===== config.mk =====
export PLATFORM = sky130hd
export DESIGN_NAME = bounded_ordered_list_engine_flat
export DESIGN_NICKNAME = d
export VERILOG_FILES = /design/src/hw/rtl/bole_pkg.sv /design/src/hw/rtl/bole_if.sv /design/src/hw/rtl/bole_store.sv /design/src/hw/rtl/bounded_ordered_list_engine.sv /design/src/flat_wrapper.sv
export SDC_FILE = /design/constraint.sdc
export NUM_CORES = 2
export LEC_CHECK = 0
export BUFFER_PORTS_ARGS = -buffer_cell sky130_fd_sc_hd__buf_4
export CORE_MARGIN = 1
export CORE_UTILIZATION = 40
export DETAILED_ROUTE_END_ITERATION = 7
export HOLD_SLACK_MARGIN = 0.02
export PLACE_DENSITY_LB_ADDON = 0.12
export SLEW_MARGIN = 20
export SYNTH_ARGS = -nofsm -noshare
export SYNTH_HDL_FRONTEND = slang
export SYNTH_SLANG_ARGS = --single-unit
export TNS_END_PERCENT = 30

===== constraint.sdc =====
create_clock -name i_clk -period 5.2 [get_ports i_clk]
set_clock_uncertainty 0.05 [all_clocks]
set_input_delay 1.04 -clock i_clk [delete_from_list [all_inputs] [get_ports i_clk]]
set_output_delay 1.04 -clock i_clk [all_outputs]
set_load 0.02 [all_outputs]

===== src/hw/rtl/bole_pkg.sv =====
// Package: shared types, codes and constants of the ordered list engine.
package bole_pkg;

    localparam int unsigned CAPACITY_DEF = 32;
    localparam int unsigned DATA_W       = 32;
    localparam int unsigned OPCODE_W     = 4;
    localparam int unsigned POS_W        = 6;
    localparam int unsigned STATUS_W     = 3;

    typedef enum logic [OPCODE_W-1:0] {
        OP_PUSH_FRONT   = 4'd0,
        OP_PUSH_BACK    = 4'd1,
        OP_INSERT_AT    = 4'd2,
        OP_POP_FRONT    = 4'd3,
        OP_POP_BACK     = 4'd4,
        OP_DELETE_AT    = 4'd5,
        OP_DELETE_VALUE = 4'd6,
        OP_DELETE_MAX   = 4'd7,
        OP_FIND         = 4'd8,
        OP_REVERSE      = 4'd9,
        OP_SORT         = 4'd10,
        OP_INSERT_SORT  = 4'd11,
        OP_EVENS_FIRST  = 4'd12
    } t_op;

    typedef enum logic [STATUS_W-1:0] {
        ST_OK       = 3'd0,
        ST_EMPTY    = 3'd1,
        ST_BADPOS   = 3'd2,
        ST_FULL     = 3'd3,
        ST_NOTFOUND = 3'd4
    } t_status;

    // Stop rule of the shift-in loop
    typedef enum logic [1:0] {
        CMP_NONE = 2'd0,
        CMP_LE   = 2'd1,
        CMP_LT   = 2'd2
    } t_cmp;

    typedef enum logic [3:0] {
        S_IDLE,
        S_SO_RD,
        S_SO_KEY,
        S_SH_RD,
        S_SH_CK,
        S_CL_RD0,
        S_CL_V,
        S_CL_RD,
        S_CL_WR,
        S_SC_RD,
        S_SC_EV,
        S_RV_RD1,
        S_RV_RD2,
        S_RV_W1,
        S_RV_W2,
        S_FIN
    } t_state;

endpackage


===== src/hw/rtl/bole_if.sv =====
// Interfaces: command and response channels with valid/ready handshake.
interface bole_cmd_if;
    logic                                valid;
    logic                                ready;
    logic [bole_pkg::OPCODE_W-1:0]       opcode;
    logic signed [bole_pkg::DATA_W-1:0]  value;
    logic [bole_pkg::POS_W-1:0]          position;

    modport source (output valid, opcode, value, position, input ready);
    modport sink   (input valid, opcode, value, position, output ready);
endinterface

interface bole_rsp_if;
    logic                                valid;
    logic                                ready;
    logic signed [bole_pkg::DATA_W-1:0]  value_out;
    logic [bole_pkg::POS_W-1:0]          index_out;
    logic [bole_pkg::STATUS_W-1:0]       status;
    logic [bole_pkg::POS_W-1:0]          count;

    modport source (output valid, value_out, index_out, status, count, input ready);
    modport sink   (input valid, value_out, index_out, status, count, output ready);
endinterface


===== src/hw/rtl/bole_store.sv =====
// Entry store: one write port, one read port with registered read data.
module bole_store #(
    parameter int unsigned DEPTH = bole_pkg::CAPACITY_DEF,
    parameter int unsigned AW    = $clog2(DEPTH)
) (
    input  logic                               i_clk,
    input  logic                               i_we,
    input  logic [AW-1:0]                      i_waddr,
    input  logic signed [bole_pkg::DATA_W-1:0] i_wdata,
    input  logic [AW-1:0]                      i_raddr,
    output logic signed [bole_pkg::DATA_W-1:0] o_rdata
);

    logic signed [bole_pkg::DATA_W-1:0] r_mem [DEPTH];
    logic signed [bole_pkg::DATA_W-1:0] r_rdata;

    // Write one entry
    always_ff @(posedge i_clk) begin
        if (i_we) begin
            r_mem[i_waddr] <= i_wdata;
        end
    end

    // Register read data
    always_ff @(posedge i_clk) begin
        r_rdata <= r_mem[i_raddr];
    end

    assign o_rdata = r_rdata;

endmodule


===== src/hw/rtl/bounded_ordered_list_engine.sv =====
// Top level: ordered list engine, a sequencer around one entry store and comparator.
//
//  channel | dir | fields                              | accepted when
//  i_cmd   | in  | opcode, value, position             | valid & ready
//  o_rsp   | out | value_out, index_out, status, count | valid & ready
//
// One command at a time; each entry step reads an entry, then compares it
// or writes it, using the store's separate read and write ports.
// Reset empties the list at once; no clearing pass. i_cmd.ready is high in
// idle; a stalled response holds the block in its final state until taken.
module bounded_ordered_list_engine #(
    parameter int unsigned CAPACITY = bole_pkg::CAPACITY_DEF
) (
    input  logic        i_clk,
    input  logic        i_rst_n,
    bole_cmd_if.sink    i_cmd,
    bole_rsp_if.source  o_rsp
);

    localparam int unsigned AW = (CAPACITY > 1) ? $clog2(CAPACITY) : 1;
    localparam int unsigned CW = $clog2(CAPACITY + 1);
    localparam int unsigned PW = (CW > bole_pkg::POS_W) ? CW : bole_pkg::POS_W;

    bole_pkg::t_state r_state, n_state;
    bole_pkg::t_op    r_op, n_op;
    bole_pkg::t_cmp   r_cmp, n_cmp;
    logic             r_phase, n_phase;
    logic [CW-1:0]    r_occ, n_occ;
    logic [CW-1:0]    r_i, n_i;
    logic [CW-1:0]    r_j, n_j;
    logic [CW-1:0]    r_k, n_k;
    logic [CW-1:0]    r_lim, n_lim;
    logic [CW-1:0]    r_pos, n_pos;
    logic signed [bole_pkg::DATA_W-1:0] r_val, n_val;
    logic signed [bole_pkg::DATA_W-1:0] r_key, n_key;
    logic signed [bole_pkg::DATA_W-1:0] r_best, n_best;
    logic signed [bole_pkg::DATA_W-1:0] r_vout, n_vout;
    logic [CW-1:0]    r_iout, n_iout;
    bole_pkg::t_status r_st, n_st;

    logic                               r_ovalid, n_ovalid;
    logic signed [bole_pkg::DATA_W-1:0] r_o_value, n_o_value;
    logic [bole_pkg::POS_W-1:0]         r_o_index, n_o_index;
    logic [bole_pkg::STATUS_W-1:0]      r_o_status, n_o_status;
    logic [bole_pkg::POS_W-1:0]         r_o_count, n_o_count;

    logic                               we;
    logic [AW-1:0]                      waddr;
    logic signed [bole_pkg::DATA_W-1:0] wdata;
    logic [AW-1:0]                      raddr;
    logic signed [bole_pkg::DATA_W-1:0] rdata;

    bole_store #(
        .DEPTH (CAPACITY),
        .AW    (AW)
    ) u_store (
        .i_clk   (i_clk),
        .i_we    (we),
        .i_waddr (waddr),
        .i_wdata (wdata),
        .i_raddr (raddr),
        .o_rdata (rdata)
    );

    assign i_cmd.ready     = (r_state == bole_pkg::S_IDLE);
    assign o_rsp.valid     = r_ovalid;
    assign o_rsp.value_out = r_o_value;
    assign o_rsp.index_out = r_o_index;
    assign o_rsp.status    = r_o_status;
    assign o_rsp.count     = r_o_count;

    // State and control registers
    always_ff @(posedge i_clk) begin
        if (!i_rst_n) begin
            r_state  <= bole_pkg::S_IDLE;
            r_occ    <= '0;
            r_ovalid <= 1'b0;
        end else begin
            r_state  <= n_state;
            r_occ    <= n_occ;
            r_ovalid <= n_ovalid;
        end
    end

    // Working and payload registers
    always_ff @(posedge i_clk) begin
        r_op       <= n_op;
        r_cmp      <= n_cmp;
        r_phase    <= n_phase;
        r_i        <= n_i;
        r_j        <= n_j;
        r_k        <= n_k;
        r_lim      <= n_lim;
        r_pos      <= n_pos;
        r_val      <= n_val;
        r_key      <= n_key;
        r_best     <= n_best;
        r_vout     <= n_vout;
        r_iout     <= n_iout;
        r_st       <= n_st;
        r_o_value  <= n_o_value;
        r_o_index  <= n_o_index;
        r_o_status <= n_o_status;
        r_o_count  <= n_o_count;
    end

    // Sequencer: next state, store port and results
    always_comb begin
        logic          sh_fin;
        logic          full;
        logic          stop;
        logic [PW-1:0] pos_w;
        logic [PW-1:0] occ_w;

        n_state    = r_state;
        n_op       = r_op;
        n_cmp      = r_cmp;
        n_phase    = r_phase;
        n_occ      = r_occ;
        n_i        = r_i;
        n_j        = r_j;
        n_k        = r_k;
        n_lim      = r_lim;
        n_pos      = r_pos;
        n_val      = r_val;
        n_key      = r_key;
        n_best     = r_best;
        n_vout     = r_vout;
        n_iout     = r_iout;
        n_st       = r_st;
        n_ovalid   = r_ovalid;
        n_o_value  = r_o_value;
        n_o_index  = r_o_index;
        n_o_status = r_o_status;
        n_o_count  = r_o_count;
        we         = 1'b0;
        waddr      = r_j[AW-1:0];
        wdata      = r_key;
        raddr      = r_i[AW-1:0];
        sh_fin     = 1'b0;
        full       = (r_occ == CW'(CAPACITY));
        stop       = 1'b0;
        pos_w      = PW'(i_cmd.position);
        occ_w      = PW'(r_occ);

        // Drop the response once taken
        if (r_ovalid && o_rsp.ready) begin
            n_ovalid = 1'b0;
        end

        case (r_state)
            bole_pkg::S_IDLE: begin
                if (i_cmd.valid) begin
                    n_op    = bole_pkg::t_op'(i_cmd.opcode);
                    n_val   = i_cmd.value;
                    n_key   = i_cmd.value;
                    n_vout  = '0;
                    n_iout  = '0;
                    n_st    = bole_pkg::ST_OK;
                    n_phase = 1'b0;
                    n_cmp   = bole_pkg::CMP_NONE;
                    n_i     = '0;
                    n_k     = '0;
                    n_j     = r_occ;
                    n_lim   = '0;
                    n_state = bole_pkg::S_FIN;
                    case (bole_pkg::t_op'(i_cmd.opcode))
                        bole_pkg::OP_PUSH_FRONT: begin
                            if (full) n_st = bole_pkg::ST_FULL;
                            else      n_state = bole_pkg::S_SH_RD;
                        end
                        bole_pkg::OP_PUSH_BACK: begin
                            n_lim = r_occ;
                            if (full) n_st = bole_pkg::ST_FULL;
                            else      n_state = bole_pkg::S_SH_RD;
                        end
                        bole_pkg::OP_INSERT_AT: begin
                            n_lim = CW'(i_cmd.position);
                            if (pos_w > occ_w) n_st = bole_pkg::ST_BADPOS;
                            else if (full)     n_st = bole_pkg::ST_FULL;
                            else               n_state = bole_pkg::S_SH_RD;
                        end
                        bole_pkg::OP_POP_FRONT: begin
                            n_pos = '0;
                            if (r_occ == '0) n_st = bole_pkg::ST_EMPTY;
                            else             n_state = bole_pkg::S_CL_RD0;
                        end
                        bole_pkg::OP_POP_BACK: begin
                            n_pos = r_occ - 1'b1;
                            if (r_occ == '0) n_st = bole_pkg::ST_EMPTY;
                            else             n_state = bole_pkg::S_CL_RD0;
                        end
                        bole_pkg::OP_DELETE_AT: begin
                            n_pos = CW'(i_cmd.position);
                            if (r_occ == '0)         n_st = bole_pkg::ST_EMPTY;
                            else if (pos_w >= occ_w) n_st = bole_pkg::ST_BADPOS;
                            else                     n_state = bole_pkg::S_CL_RD0;
                        end
                        bole_pkg::OP_DELETE_VALUE, bole_pkg::OP_DELETE_MAX: begin
                            if (r_occ == '0) n_st = bole_pkg::ST_EMPTY;
                            else             n_state = bole_pkg::S_SC_RD;
                        end
                        bole_pkg::OP_FIND: begin
                            n_state = bole_pkg::S_SC_RD;
                        end
                        bole_pkg::OP_REVERSE: begin
                            n_j = r_occ - 1'b1;
                            if (r_occ != '0) n_state = bole_pkg::S_RV_RD1;
                        end
                        bole_pkg::OP_SORT: begin
                            n_i     = CW'(1);
                            n_state = bole_pkg::S_SO_RD;
                        end
                        bole_pkg::OP_INSERT_SORT: begin
                            n_i = CW'(1);
                            if (full) n_st = bole_pkg::ST_FULL;
                            else      n_state = bole_pkg::S_SO_RD;
                        end
                        bole_pkg::OP_EVENS_FIRST: begin
                            n_state = bole_pkg::S_SO_RD;
                        end
                        default: begin
                            n_state = bole_pkg::S_FIN;
                        end
                    endcase
                end
            end

            // Outer loop of sort, sorted insert and evens_first: fetch the next key
            bole_pkg::S_SO_RD: begin
                if (r_i >= r_occ) begin
                    if (r_op == bole_pkg::OP_INSERT_SORT) begin
                        n_key   = r_val;
                        n_j     = r_occ;
                        n_lim   = '0;
                        n_cmp   = bole_pkg::CMP_LT;
                        n_phase = 1'b1;
                        n_state = bole_pkg::S_SH_RD;
                    end else begin
                        n_state = bole_pkg::S_FIN;
                    end
                end else begin
                    n_state = bole_pkg::S_SO_KEY;
                end
            end

            bole_pkg::S_SO_KEY: begin
                n_key = rdata;
                n_j   = r_i;
                if (r_op == bole_pkg::OP_EVENS_FIRST) begin
                    if (!rdata[0]) begin
                        n_lim   = r_k;
                        n_cmp   = bole_pkg::CMP_NONE;
                        n_state = bole_pkg::S_SH_RD;
                    end else begin
                        n_i     = r_i + 1'b1;
                        n_state = bole_pkg::S_SO_RD;
                    end
                end else begin
                    n_lim   = '0;
                    n_cmp   = bole_pkg::CMP_LE;
                    n_state = bole_pkg::S_SH_RD;
                end
            end

            // Shift-in loop: move entries up until the key's slot is found
            bole_pkg::S_SH_RD: begin
                raddr = AW'(r_j - 1'b1);
                if (r_j == r_lim) begin
                    we     = 1'b1;
                    sh_fin = 1'b1;
                end else begin
                    n_state = bole_pkg::S_SH_CK;
                end
            end

            bole_pkg::S_SH_CK: begin
                stop = ((r_cmp == bole_pkg::CMP_LE) && (rdata <= r_key)) ||
                       ((r_cmp == bole_pkg::CMP_LT) && (rdata < r_key));
                we = 1'b1;
                if (stop) begin
                    sh_fin = 1'b1;
                end else begin
                    wdata   = rdata;
                    n_j     = r_j - 1'b1;
                    n_state = bole_pkg::S_SH_RD;
                end
            end

            // Close-gap loop: capture the removed value, move entries down
            bole_pkg::S_CL_RD0: begin
                raddr   = r_pos[AW-1:0];
                n_state = bole_pkg::S_CL_V;
            end

            bole_pkg::S_CL_V: begin
                n_vout  = rdata;
                n_i     = r_pos;
                n_state = bole_pkg::S_CL_RD;
            end

            bole_pkg::S_CL_RD: begin
                raddr = AW'(r_i + 1'b1);
                if ((r_i + 1'b1) >= r_occ) begin
                    n_occ   = r_occ - 1'b1;
                    n_state = bole_pkg::S_FIN;
                end else begin
                    n_state = bole_pkg::S_CL_WR;
                end
            end

            bole_pkg::S_CL_WR: begin
                we      = 1'b1;
                waddr   = r_i[AW-1:0];
                wdata   = rdata;
                n_i     = r_i + 1'b1;
                n_state = bole_pkg::S_CL_RD;
            end

            // Linear scan for a value or the first maximum
            bole_pkg::S_SC_RD: begin
                if (r_i >= r_occ) begin
                    if (r_op == bole_pkg::OP_DELETE_MAX) begin
                        n_iout  = r_k;
                        n_pos   = r_k;
                        n_state = bole_pkg::S_CL_RD0;
                    end else begin
                        n_st    = bole_pkg::ST_NOTFOUND;
                        n_state = bole_pkg::S_FIN;
                    end
                end else begin
                    n_state = bole_pkg::S_SC_EV;
                end
            end

            bole_pkg::S_SC_EV: begin
                n_i     = r_i + 1'b1;
                n_state = bole_pkg::S_SC_RD;
                if (r_op == bole_pkg::OP_DELETE_MAX) begin
                    if ((r_i == '0) || (rdata > r_best)) begin
                        n_best = rdata;
                        n_k    = r_i;
                    end
                end else if (rdata == r_val) begin
                    n_iout = r_i;
                    n_pos  = r_i;
                    if (r_op == bole_pkg::OP_FIND) n_state = bole_pkg::S_FIN;
                    else                           n_state = bole_pkg::S_CL_RD0;
                end
            end

            // Reverse: swap the outermost pair and step inward
            bole_pkg::S_RV_RD1: begin
                if (r_i >= r_j) begin
                    n_state = bole_pkg::S_FIN;
                end else begin
                    n_state = bole_pkg::S_RV_RD2;
                end
            end

            bole_pkg::S_RV_RD2: begin
                n_key   = rdata;
                raddr   = r_j[AW-1:0];
                n_state = bole_pkg::S_RV_W1;
            end

            bole_pkg::S_RV_W1: begin
                we      = 1'b1;
                waddr   = r_i[AW-1:0];
                wdata   = rdata;
                n_state = bole_pkg::S_RV_W2;
            end

            bole_pkg::S_RV_W2: begin
                we      = 1'b1;
                n_i     = r_i + 1'b1;
                n_j     = r_j - 1'b1;
                n_state = bole_pkg::S_RV_RD1;
            end

            // Hold until the response register is free, then load it
            bole_pkg::S_FIN: begin
                if (!r_ovalid || o_rsp.ready) begin
                    n_ovalid   = 1'b1;
                    n_o_value  = r_vout;
                    n_o_index  = bole_pkg::POS_W'(r_iout);
                    n_o_status = r_st;
                    n_o_count  = bole_pkg::POS_W'(r_occ);
                    n_state    = bole_pkg::S_IDLE;
                end
            end

            default: begin
                n_state = bole_pkg::S_IDLE;
            end
        endcase

        // Key placed: return to the caller of the shift-in loop
        if (sh_fin) begin
            if (r_op == bole_pkg::OP_EVENS_FIRST) begin
                n_i     = r_i + 1'b1;
                n_k     = r_k + 1'b1;
                n_state = bole_pkg::S_SO_RD;
            end else if ((r_op == bole_pkg::OP_SORT) ||
                         ((r_op == bole_pkg::OP_INSERT_SORT) && !r_phase)) begin
                n_i     = r_i + 1'b1;
                n_state = bole_pkg::S_SO_RD;
            end else begin
                n_occ   = r_occ + 1'b1;
                n_state = bole_pkg::S_FIN;
            end
        end
    end

endmodule


===== src/flat_wrapper.sv =====
// flat-port wrapper written by rule: the top's interface ports become plain ports
module bounded_ordered_list_engine_flat 
#(
    parameter int unsigned CAPACITY = bole_pkg::CAPACITY_DEF
)
  (i_clk, i_rst_n, i_cmd_valid, i_cmd_opcode, i_cmd_value, i_cmd_position, i_cmd_ready, o_rsp_valid, o_rsp_value_out, o_rsp_index_out, o_rsp_status, o_rsp_count, o_rsp_ready);
  bole_cmd_if i_cmd_i ();
  bole_rsp_if o_rsp_i ();
  input  logic i_clk;
  input  logic i_rst_n;
  input wire logic [$bits(i_cmd_i.valid)-1:0] i_cmd_valid;
  input wire logic [$bits(i_cmd_i.opcode)-1:0] i_cmd_opcode;
  input wire logic [$bits(i_cmd_i.value)-1:0] i_cmd_value;
  input wire logic [$bits(i_cmd_i.position)-1:0] i_cmd_position;
  output wire logic [$bits(i_cmd_i.ready)-1:0] i_cmd_ready;
  output wire logic [$bits(o_rsp_i.valid)-1:0] o_rsp_valid;
  output wire logic [$bits(o_rsp_i.value_out)-1:0] o_rsp_value_out;
  output wire logic [$bits(o_rsp_i.index_out)-1:0] o_rsp_index_out;
  output wire logic [$bits(o_rsp_i.status)-1:0] o_rsp_status;
  output wire logic [$bits(o_rsp_i.count)-1:0] o_rsp_count;
  input wire logic [$bits(o_rsp_i.ready)-1:0] o_rsp_ready;
  assign i_cmd_i.valid = i_cmd_valid;
  assign i_cmd_i.opcode = i_cmd_opcode;
  assign i_cmd_i.value = i_cmd_value;
  assign i_cmd_i.position = i_cmd_position;
  assign i_cmd_ready = i_cmd_i.ready;
  assign o_rsp_valid = o_rsp_i.valid;
  assign o_rsp_value_out = o_rsp_i.value_out;
  assign o_rsp_index_out = o_rsp_i.index_out;
  assign o_rsp_status = o_rsp_i.status;
  assign o_rsp_count = o_rsp_i.count;
  assign o_rsp_i.ready = o_rsp_ready;
  bounded_ordered_list_engine #(.CAPACITY(CAPACITY)) u_core (.i_clk(i_clk), .i_rst_n(i_rst_n), .i_cmd(i_cmd_i), .o_rsp(o_rsp_i));
endmodule

# Yosys cells after proc, flatten, opt, wreduce, memory -nomap -nowiden

Memory sizes are Yosys's and may differ from the RTL's. A register that Yosys moved wholly into a read port is not among the register bits.
Index checks and enable logic that the tools add are counted.

Output and inout port bits: 49
Register bits: 232
Input port bits: 46
Memory bits (writable): 1,024
Memories: 1
Word-level logic and storage cells: 241

Muxes and demuxes: 108
Add/sub/neg operators: 5
Reduce and logical (&&, ||, !) cells: 46
$lt $le $gt $ge: 8
Equal/unequal tests: 52

Memories:

| memory               | words | bits a word | read ports | clocked after Yosys merged registers in | wr ports | line             | source |
|---|---|---|---|---|---|---|---|
| u_core.u_store.r_mem | 32    | 32          | 1          | 1                                       | 1        | bole_store.sv:14 | `logic signed [bole_pkg::DATA_W-1:0] r_mem [DEPTH];` |

Operators with widths:

| kind                | count |
|---|---|
| $mux 6              | 32 |
| $mux 32             | 5 |
| $pmux 32 s2         | 2 |
| $pmux 32 s3         | 1 |
| $mux 4              | 20 |
| $pmux 6 s3          | 4 |
| $eq 4x4->1 const B  | 17 |
| $pmux 4 s15         | 1 |
| $eq 4x3->1 const B  | 9 |
| $pmux 4 s9          | 1 |
| $eq 32x32->1        | 1 |
| $gt 32x32->1        | 1 |
| $le 32x32->1        | 1 |
| $lt 32x32->1        | 1 |
| $pmux 6 s5          | 1 |
| $ge 6x6->1          | 4 |
| $pmux 6 s2          | 2 |
| $pmux 6 s4          | 1 |
| $mux 2              | 11 |
| $mux 3              | 7 |
| $pmux 5 s4          | 1 |
| $add 6x1->6 const B | 3 |
| $eq 4x2->1 const B  | 4 |
| $reduce_and 4->1    | 4 |
| 36 further kinds    | 85 |

# Longest topological paths before layout

Depth in word-level cells: 8
Gate-level depth with buffers: 13
Mapped depth without buffers: 13

# Hierarchy

A second synthesis with hierarchy kept.

Cells, all modules: 3,495
Area, all modules: 53,681.5 µm²

By module, submodules not included:

| module                      | times used | sequential area each (µm²) | area an instance (µm²) | cells an instance |
|---|---|---|---|---|
| bole_store                  | 1          | 31,390.1                   | 40,492.6               | 2,260 |
| bounded_ordered_list_engine | 1          | 6,736.5                    | 13,188.9               | 1,235 |

# Worst setup path before layout

OpenSTA, ideal clock, no wires.

Path type: flip-flop to flip-flop
Start: register u_core.r_state[2]
End: register u_core.r_o_count, in the netlist u_core.o_rsp.count[0] (enable)
Stages on the path, launching flop included: 6
Data arrival time: 4,456 ps
Setup time: 510 ps
Period minus slack after synthesis: 5,015 ps
Data required time: 4,640 ps
Setup slack: 185 ps
Cells stage by stage: dfxtp_1 -> buf_4 -> clkbuf_1 -> buf_1 -> nand2_1 -> nor3_1

Longest elaborated chain between the ends: 2

Ends and longest elaborated chain:

| element                    | line                               | source |
|---|---|---|
| from (decl)                | bounded_ordered_list_engine.sv:24  | `bole_pkg::t_state r_state, n_state;` |
| from (signal assigned)     | bounded_ordered_list_engine.sv:75  | `r_state <= bole_pkg::S_IDLE;` |
| from (signal assigned)     | bounded_ordered_list_engine.sv:79  | `r_state <= n_state;` |
| $eq 4x4->1                 | bounded_ordered_list_engine.sv:151 | `case (r_state)` |
| $reduce_and 2->1 (no line) | -                                  |  |
| to (signal assigned)       | bounded_ordered_list_engine.sv:104 | `r_o_count <= n_o_count;` |
| to (decl)                  | bounded_ordered_list_engine.sv:45  | `logic [bole_pkg::POS_W-1:0] r_o_count, n_o_count;` |

No other way between the ends.
A chain may end at the register's enable or synchronous reset.

# Worst setup path after layout

Start: register u_core.u_store.r_rdata, in the netlist u_core.u_store.o_rdata[14] (read register of u_core.u_store.r_mem)
End: memory u_core.u_store.r_mem[2][22] (netlist name) (data pin)

Longest elaborated chain between the ends: 5

Ends and longest elaborated chain:

| element                                      | line                                                                   | source |
|---|---|---|
| from (decl)                                  | bole_store.sv:15                                                       | `logic signed [bole_pkg::DATA_W-1:0] r_rdata;` |
| $le 32x32->1 or $lt 32x32->1 (tied branches) | bounded_ordered_list_engine.sv:278, bounded_ordered_list_engine.sv:279 |  |
| $logic_and 1x1->1, on equally long branches  | bounded_ordered_list_engine.sv:278, bounded_ordered_list_engine.sv:279 |  |
| $logic_or 1x1->1 (*)                         | bounded_ordered_list_engine.sv:278                                     | `stop = ((r_cmp == bole_pkg::CMP_LE) && (rdata <= r_key)) \|\|` |
| $mux 32 (*)                                  | bounded_ordered_list_engine.sv:281                                     | `if (stop) begin` |
| $pmux 32 s2 (*)                              | bounded_ordered_list_engine.sv:151                                     |  |
| net u_core.u_store.i_wdata (one bit)         | bole_store.sv:9                                                        | `input logic signed [bole_pkg::DATA_W-1:0] i_wdata,` |
| to (decl)                                    | bole_store.sv:14                                                       |  |

Mark *: on every way through the listed nets, which the timed path passes. The rest lies on a longest branch.

==> results.json <==
{
  "path_clk_slew_ns": 0.07,
  "wl_um": 169000,
  "setup_viol": 0,
  "drt_drc_violations_left": 0,
  "ys_seq_elements": 1288,
  "die_x_um": 371,
  "grt_antenna_before_repair": 3,
  "drt-wirelength-per-cell_um": 26.7,
  "globalplace.congestion": 0.879,
  "htree_num_levels": 4,
  "num_rows": 134,
  "syn_to_final_growth_pct": 15.7,
  "via_count": 36083,
  "worst_skew_pair.late_latency_ns": 0.78,
  "maxClockFrequency_ghz": 0.223,
  "timing_worst_setup_path_type": "reg2reg",
  "cp_data_arrival_time_ns": 4.78,
  "critical_path_required_ns": 5.49,
  "min_path_type": "reg2reg",
  "grt_overflow_total": 0,
  "number_of_iterations_in_the_first_detailed_routing_pass": 6,
  "cts_setup_buffers": 0,
  "tritoncts": "built",
  "cts_hold_buf": 0,
  "dp_hpwl_um": 95100,
  "layout_commonest_cell": "sky130_fd_sc_hd__edfxtp_1",
  "totalPowerFinal_mw": 44.4,
  "final_layout_size_suffix_gt1_share_pct": 12.2,
  "viasPerCell": 5.69,
  "clock_sinks": 1288,
  "grt_use_total_pct": 24.5,
  "ios": 95,
  "critical-path-slowest-cell": "sky130_fd_sc_hd__mux2_1",
  "maximum_number_of_pins_on_one_net_before_global_route_repair": 90,
  "first_global_vias": 34187,
  "finalNetCount": 4602,
  "core_area_um2": 134000,
  "seq_total_area_yosys_pct": 70.1,
  "period_share_pct": 86.3,
  "number_of_buffers_created_by_cts": 138,
  "irDropWorstVdd_v": 0.000431,
  "grt_first_pass_wirelength_um": 243000,
  "outcome": "finished, final reports clean",
  "final-max-slew-violation-count": 0,
  "top_ff_cell_synth": "sky130_fd_sc_hd__edfxtp_1",
  "fp.dieArea_um2": 138000,
  "worst-slew-pin-transition_ns": 1.09,
  "cts.repair.resized": 0,
  "syn-mean-instance-area_um2": 12.6,
  "postSynthCellCount": 4308,
  "clock_root_buffer_master": "sky130_fd_sc_hd__clkbuf_16",
  "ys.warnings.count": 0,
  "synth_largest_area_cell": "sky130_fd_sc_hd__edfxtp_1",
  "synth_edf_count": 1233,
  "post-synth-top-area-fraction_pct": 68.0,
  "first_iter_violations": 3681,
  "rsz_0062_raised_after_global_routing": "false",
  "synth-async-reset-ratio_pct": 0,
  "pwr_density_cell_nw_per_um2": 705,
  "start_util_pct": 40.6,
  "clk_path_buf_depth": 3,
  "syn_nets": 4449,
  "ys_types": 77,
  "mostFrequentLayoutCells": "1233 x sky130_fd_sc_hd__edfxtp_1, 1145 x sky130_fd_sc_hd__nand2_1, 285 x sky130_fd_sc_hd__nand3_1",
  "largest_incremental_delay_on_the_critical_path_ns": 0.73,
  "synthesis.area_um2": 54400,
  "min_period_ns": 4.49,
  "cellLeakagePower_nw": 22.2,
  "relSlewSlack_pct": 27.2,
  "report.final.hold_viol_count": 0,
  "port_buffers": 94,
  "setup_total_negative_slack_ns": 0,
  "detail-route-antenna-nets": 0,
  "synth.area.top_cells": "sky130_fd_sc_hd__edfxtp_1 68%, sky130_fd_sc_hd__nand2_1 7.9%, sky130_fd_sc_hd__nand3_1 2.6%",
  "end_kind": "flip-flop",
  "crit_path_cell_trace": "ha_1 -> a21oi_1 -> nand2_1 -> a221oi_1 -> a31oi_1 -> o221ai_1 -> and3_1 -> o21a_2 -> buf_4 -> mux2_1",
  "timing.critical_path.from_type": "flip-flop",
  "die_boundary_height_um": 371,
  "maximum_net_fanout_on_the_critical_path": 32,
  "timing.max_cap.violations": 0
}
-- stage by stage --
stage	cell area [um^2]	hold WS [ns]	utilization [%]	instances	setup slack, ns
2_1_floorplan	54400	0.350	-	4308	0.185
6_report	63000	0.358	46.9	6342	0.710
5_1_grt	62900	0.362	46.9	6341	0.437
3_3_place_gp	58500	0.351	43.6	6087	0.815
4_1_cts	62900	0.346	46.9	6338	0.729
3_5_place_dp	58600	0.355	43.7	6088	0.735
-- report_power, final --
part	internal (mW)	switching, mW
clock	5.46	4.15
combinational	6.24	13.3
sequential	14.6	0.637
total	26.3	18.1
-- cell usage after synthesis (4+ instances only) --
| library cell | count |
|---|---|
| sky130_fd_sc_hd__nand2_1 | 1145 |
| sky130_fd_sc_hd__nor2b_1 | 15 |
| sky130_fd_sc_hd__nand2b_1 | 15 |
| sky130_fd_sc_hd__or2_2 | 8 |
| sky130_fd_sc_hd__buf_2 | 125 |
| sky130_fd_sc_hd__clkbuf_1 | 114 |
| sky130_fd_sc_hd__edfxtp_1 | 1233 |
| sky130_fd_sc_hd__nor2_1 | 124 |
| sky130_fd_sc_hd__dfxtp_1 | 55 |
| sky130_fd_sc_hd__o21bai_1 | 7 |
| sky130_fd_sc_hd__a2111oi_0 | 4 |
| sky130_fd_sc_hd__buf_4 | 16 |
| sky130_fd_sc_hd__a221oi_1 | 6 |
| sky130_fd_sc_hd__a211oi_1 | 11 |
| sky130_fd_sc_hd__and3_1 | 164 |
| sky130_fd_sc_hd__a311oi_1 | 126 |
| sky130_fd_sc_hd__xor2_1 | 24 |
| sky130_fd_sc_hd__nand3_1 | 285 |
| sky130_fd_sc_hd__and2_1 | 4 |
| sky130_fd_sc_hd__a22o_1 | 66 |
| sky130_fd_sc_hd__a22oi_1 | 46 |
| sky130_fd_sc_hd__buf_6 | 6 |
| sky130_fd_sc_hd__nor4_1 | 12 |
| sky130_fd_sc_hd__a31oi_1 | 139 |
| sky130_fd_sc_hd__nor3_1 | 29 |
| sky130_fd_sc_hd__inv_1 | 99 |
| sky130_fd_sc_hd__xnor2_1 | 37 |
| sky130_fd_sc_hd__a21o_1 | 14 |
| sky130_fd_sc_hd__o21ai_0 | 45 |
| sky130_fd_sc_hd__mux2_2 | 7 |
| sky130_fd_sc_hd__buf_1 | 9 |
| sky130_fd_sc_hd__nand4_1 | 23 |
| sky130_fd_sc_hd__o211ai_1 | 5 |
| sky130_fd_sc_hd__a21oi_1 | 70 |
| sky130_fd_sc_hd__or3_1 | 5 |
| sky130_fd_sc_hd__o22ai_1 | 5 |
| sky130_fd_sc_hd__o21a_1 | 16 |
| sky130_fd_sc_hd__mux2i_1 | 4 |
| sky130_fd_sc_hd__mux2_1 | 28 |
| sky130_fd_sc_hd__ha_1 | 95 |
| sky130_fd_sc_hd__o221ai_1 | 6 |
| sky130_fd_sc_hd__a221o_1 | 4 |
-- critical path, delay by kind of cell (launching register included) --
family | cells | cell delay, ns
buffers and inverters | 1 | 0.33
AO/OA/AOI/OAI | 5 | 1.77
AND/OR/NAND/NOR | 2 | 0.31
adder cells (fa/ha/maj) | 1 | 0.31
multiplexers | 1 | 0.73
flip-flops | 1 | 0.50
-- metal layers --
layer | up-vias | share of wire (%) | global-route usage, %
met1 | 18245 | 44 | 34.6
met5 | - | 0 | 0
li1 | 16298 | - | -
met3 | 232 | 6.7 | 3.59
met4 | 0 | 2.3 | 7.10
met2 | 1308 | 47 | 39.3
-- cells by family after synthesis --
group	synth area share [%]
and+or+nand+nor	14.8
DFF	70.1
AOI/OAI and AO/OA	8.19
buffers and inverters	3.03
adders and majority gates	2.18
xor gates and xnor gates	0.982
muxes	0.798
-- sequential cells by signal, summed over array words and instances, names as in the netlist, 32 cells and up --
name,flops
u_core.r_best,32
u_core.u_store.o_rdata,32
u_core.r_vout,32
u_core.r_val,32
u_core.u_store.r_mem,1024
u_core.o_rsp.value_out,32
u_core.r_key,32
-- final cells by class --
| class | instances | area [um^2] |
|---|---|---|
| Antenna cell | 3 | 7.51 |
| Clock buffer | 185 | 3710 |
| Clock inverter | 65 | 647 |
| Fill cell | 12108 | 71200 |
| Inverter | 99 | 372 |
| Multi-Input combinational cell | 2651 | 15000 |
| Sequential cell | 1288 | 38100 |
| Tap cell | 1768 | 2210 |
| Timing Repair Buffer | 283 | 2830 |
-- path summary, 6_finish.rpt --
kind / endpoint / depth (start not counted) / slack [ns] / startpoint
worst max-delay path: u_core.u_store.r_mem[2][22] / 10 / 0.71 / u_core.u_store.o_rdata[14]
worst min-delay path: u_core.o_rsp.value_out[26] / 0 / 0.36 / u_core.r_vout[26]
worst max register to register: u_core.u_store.r_mem[2][22] / 10 / 0.71 / u_core.u_store.o_rdata[14]
worst min register to register: u_core.o_rsp.value_out[26] / 0 / 0.36 / u_core.r_vout[26]
Power figures use the tool's default switching activity.
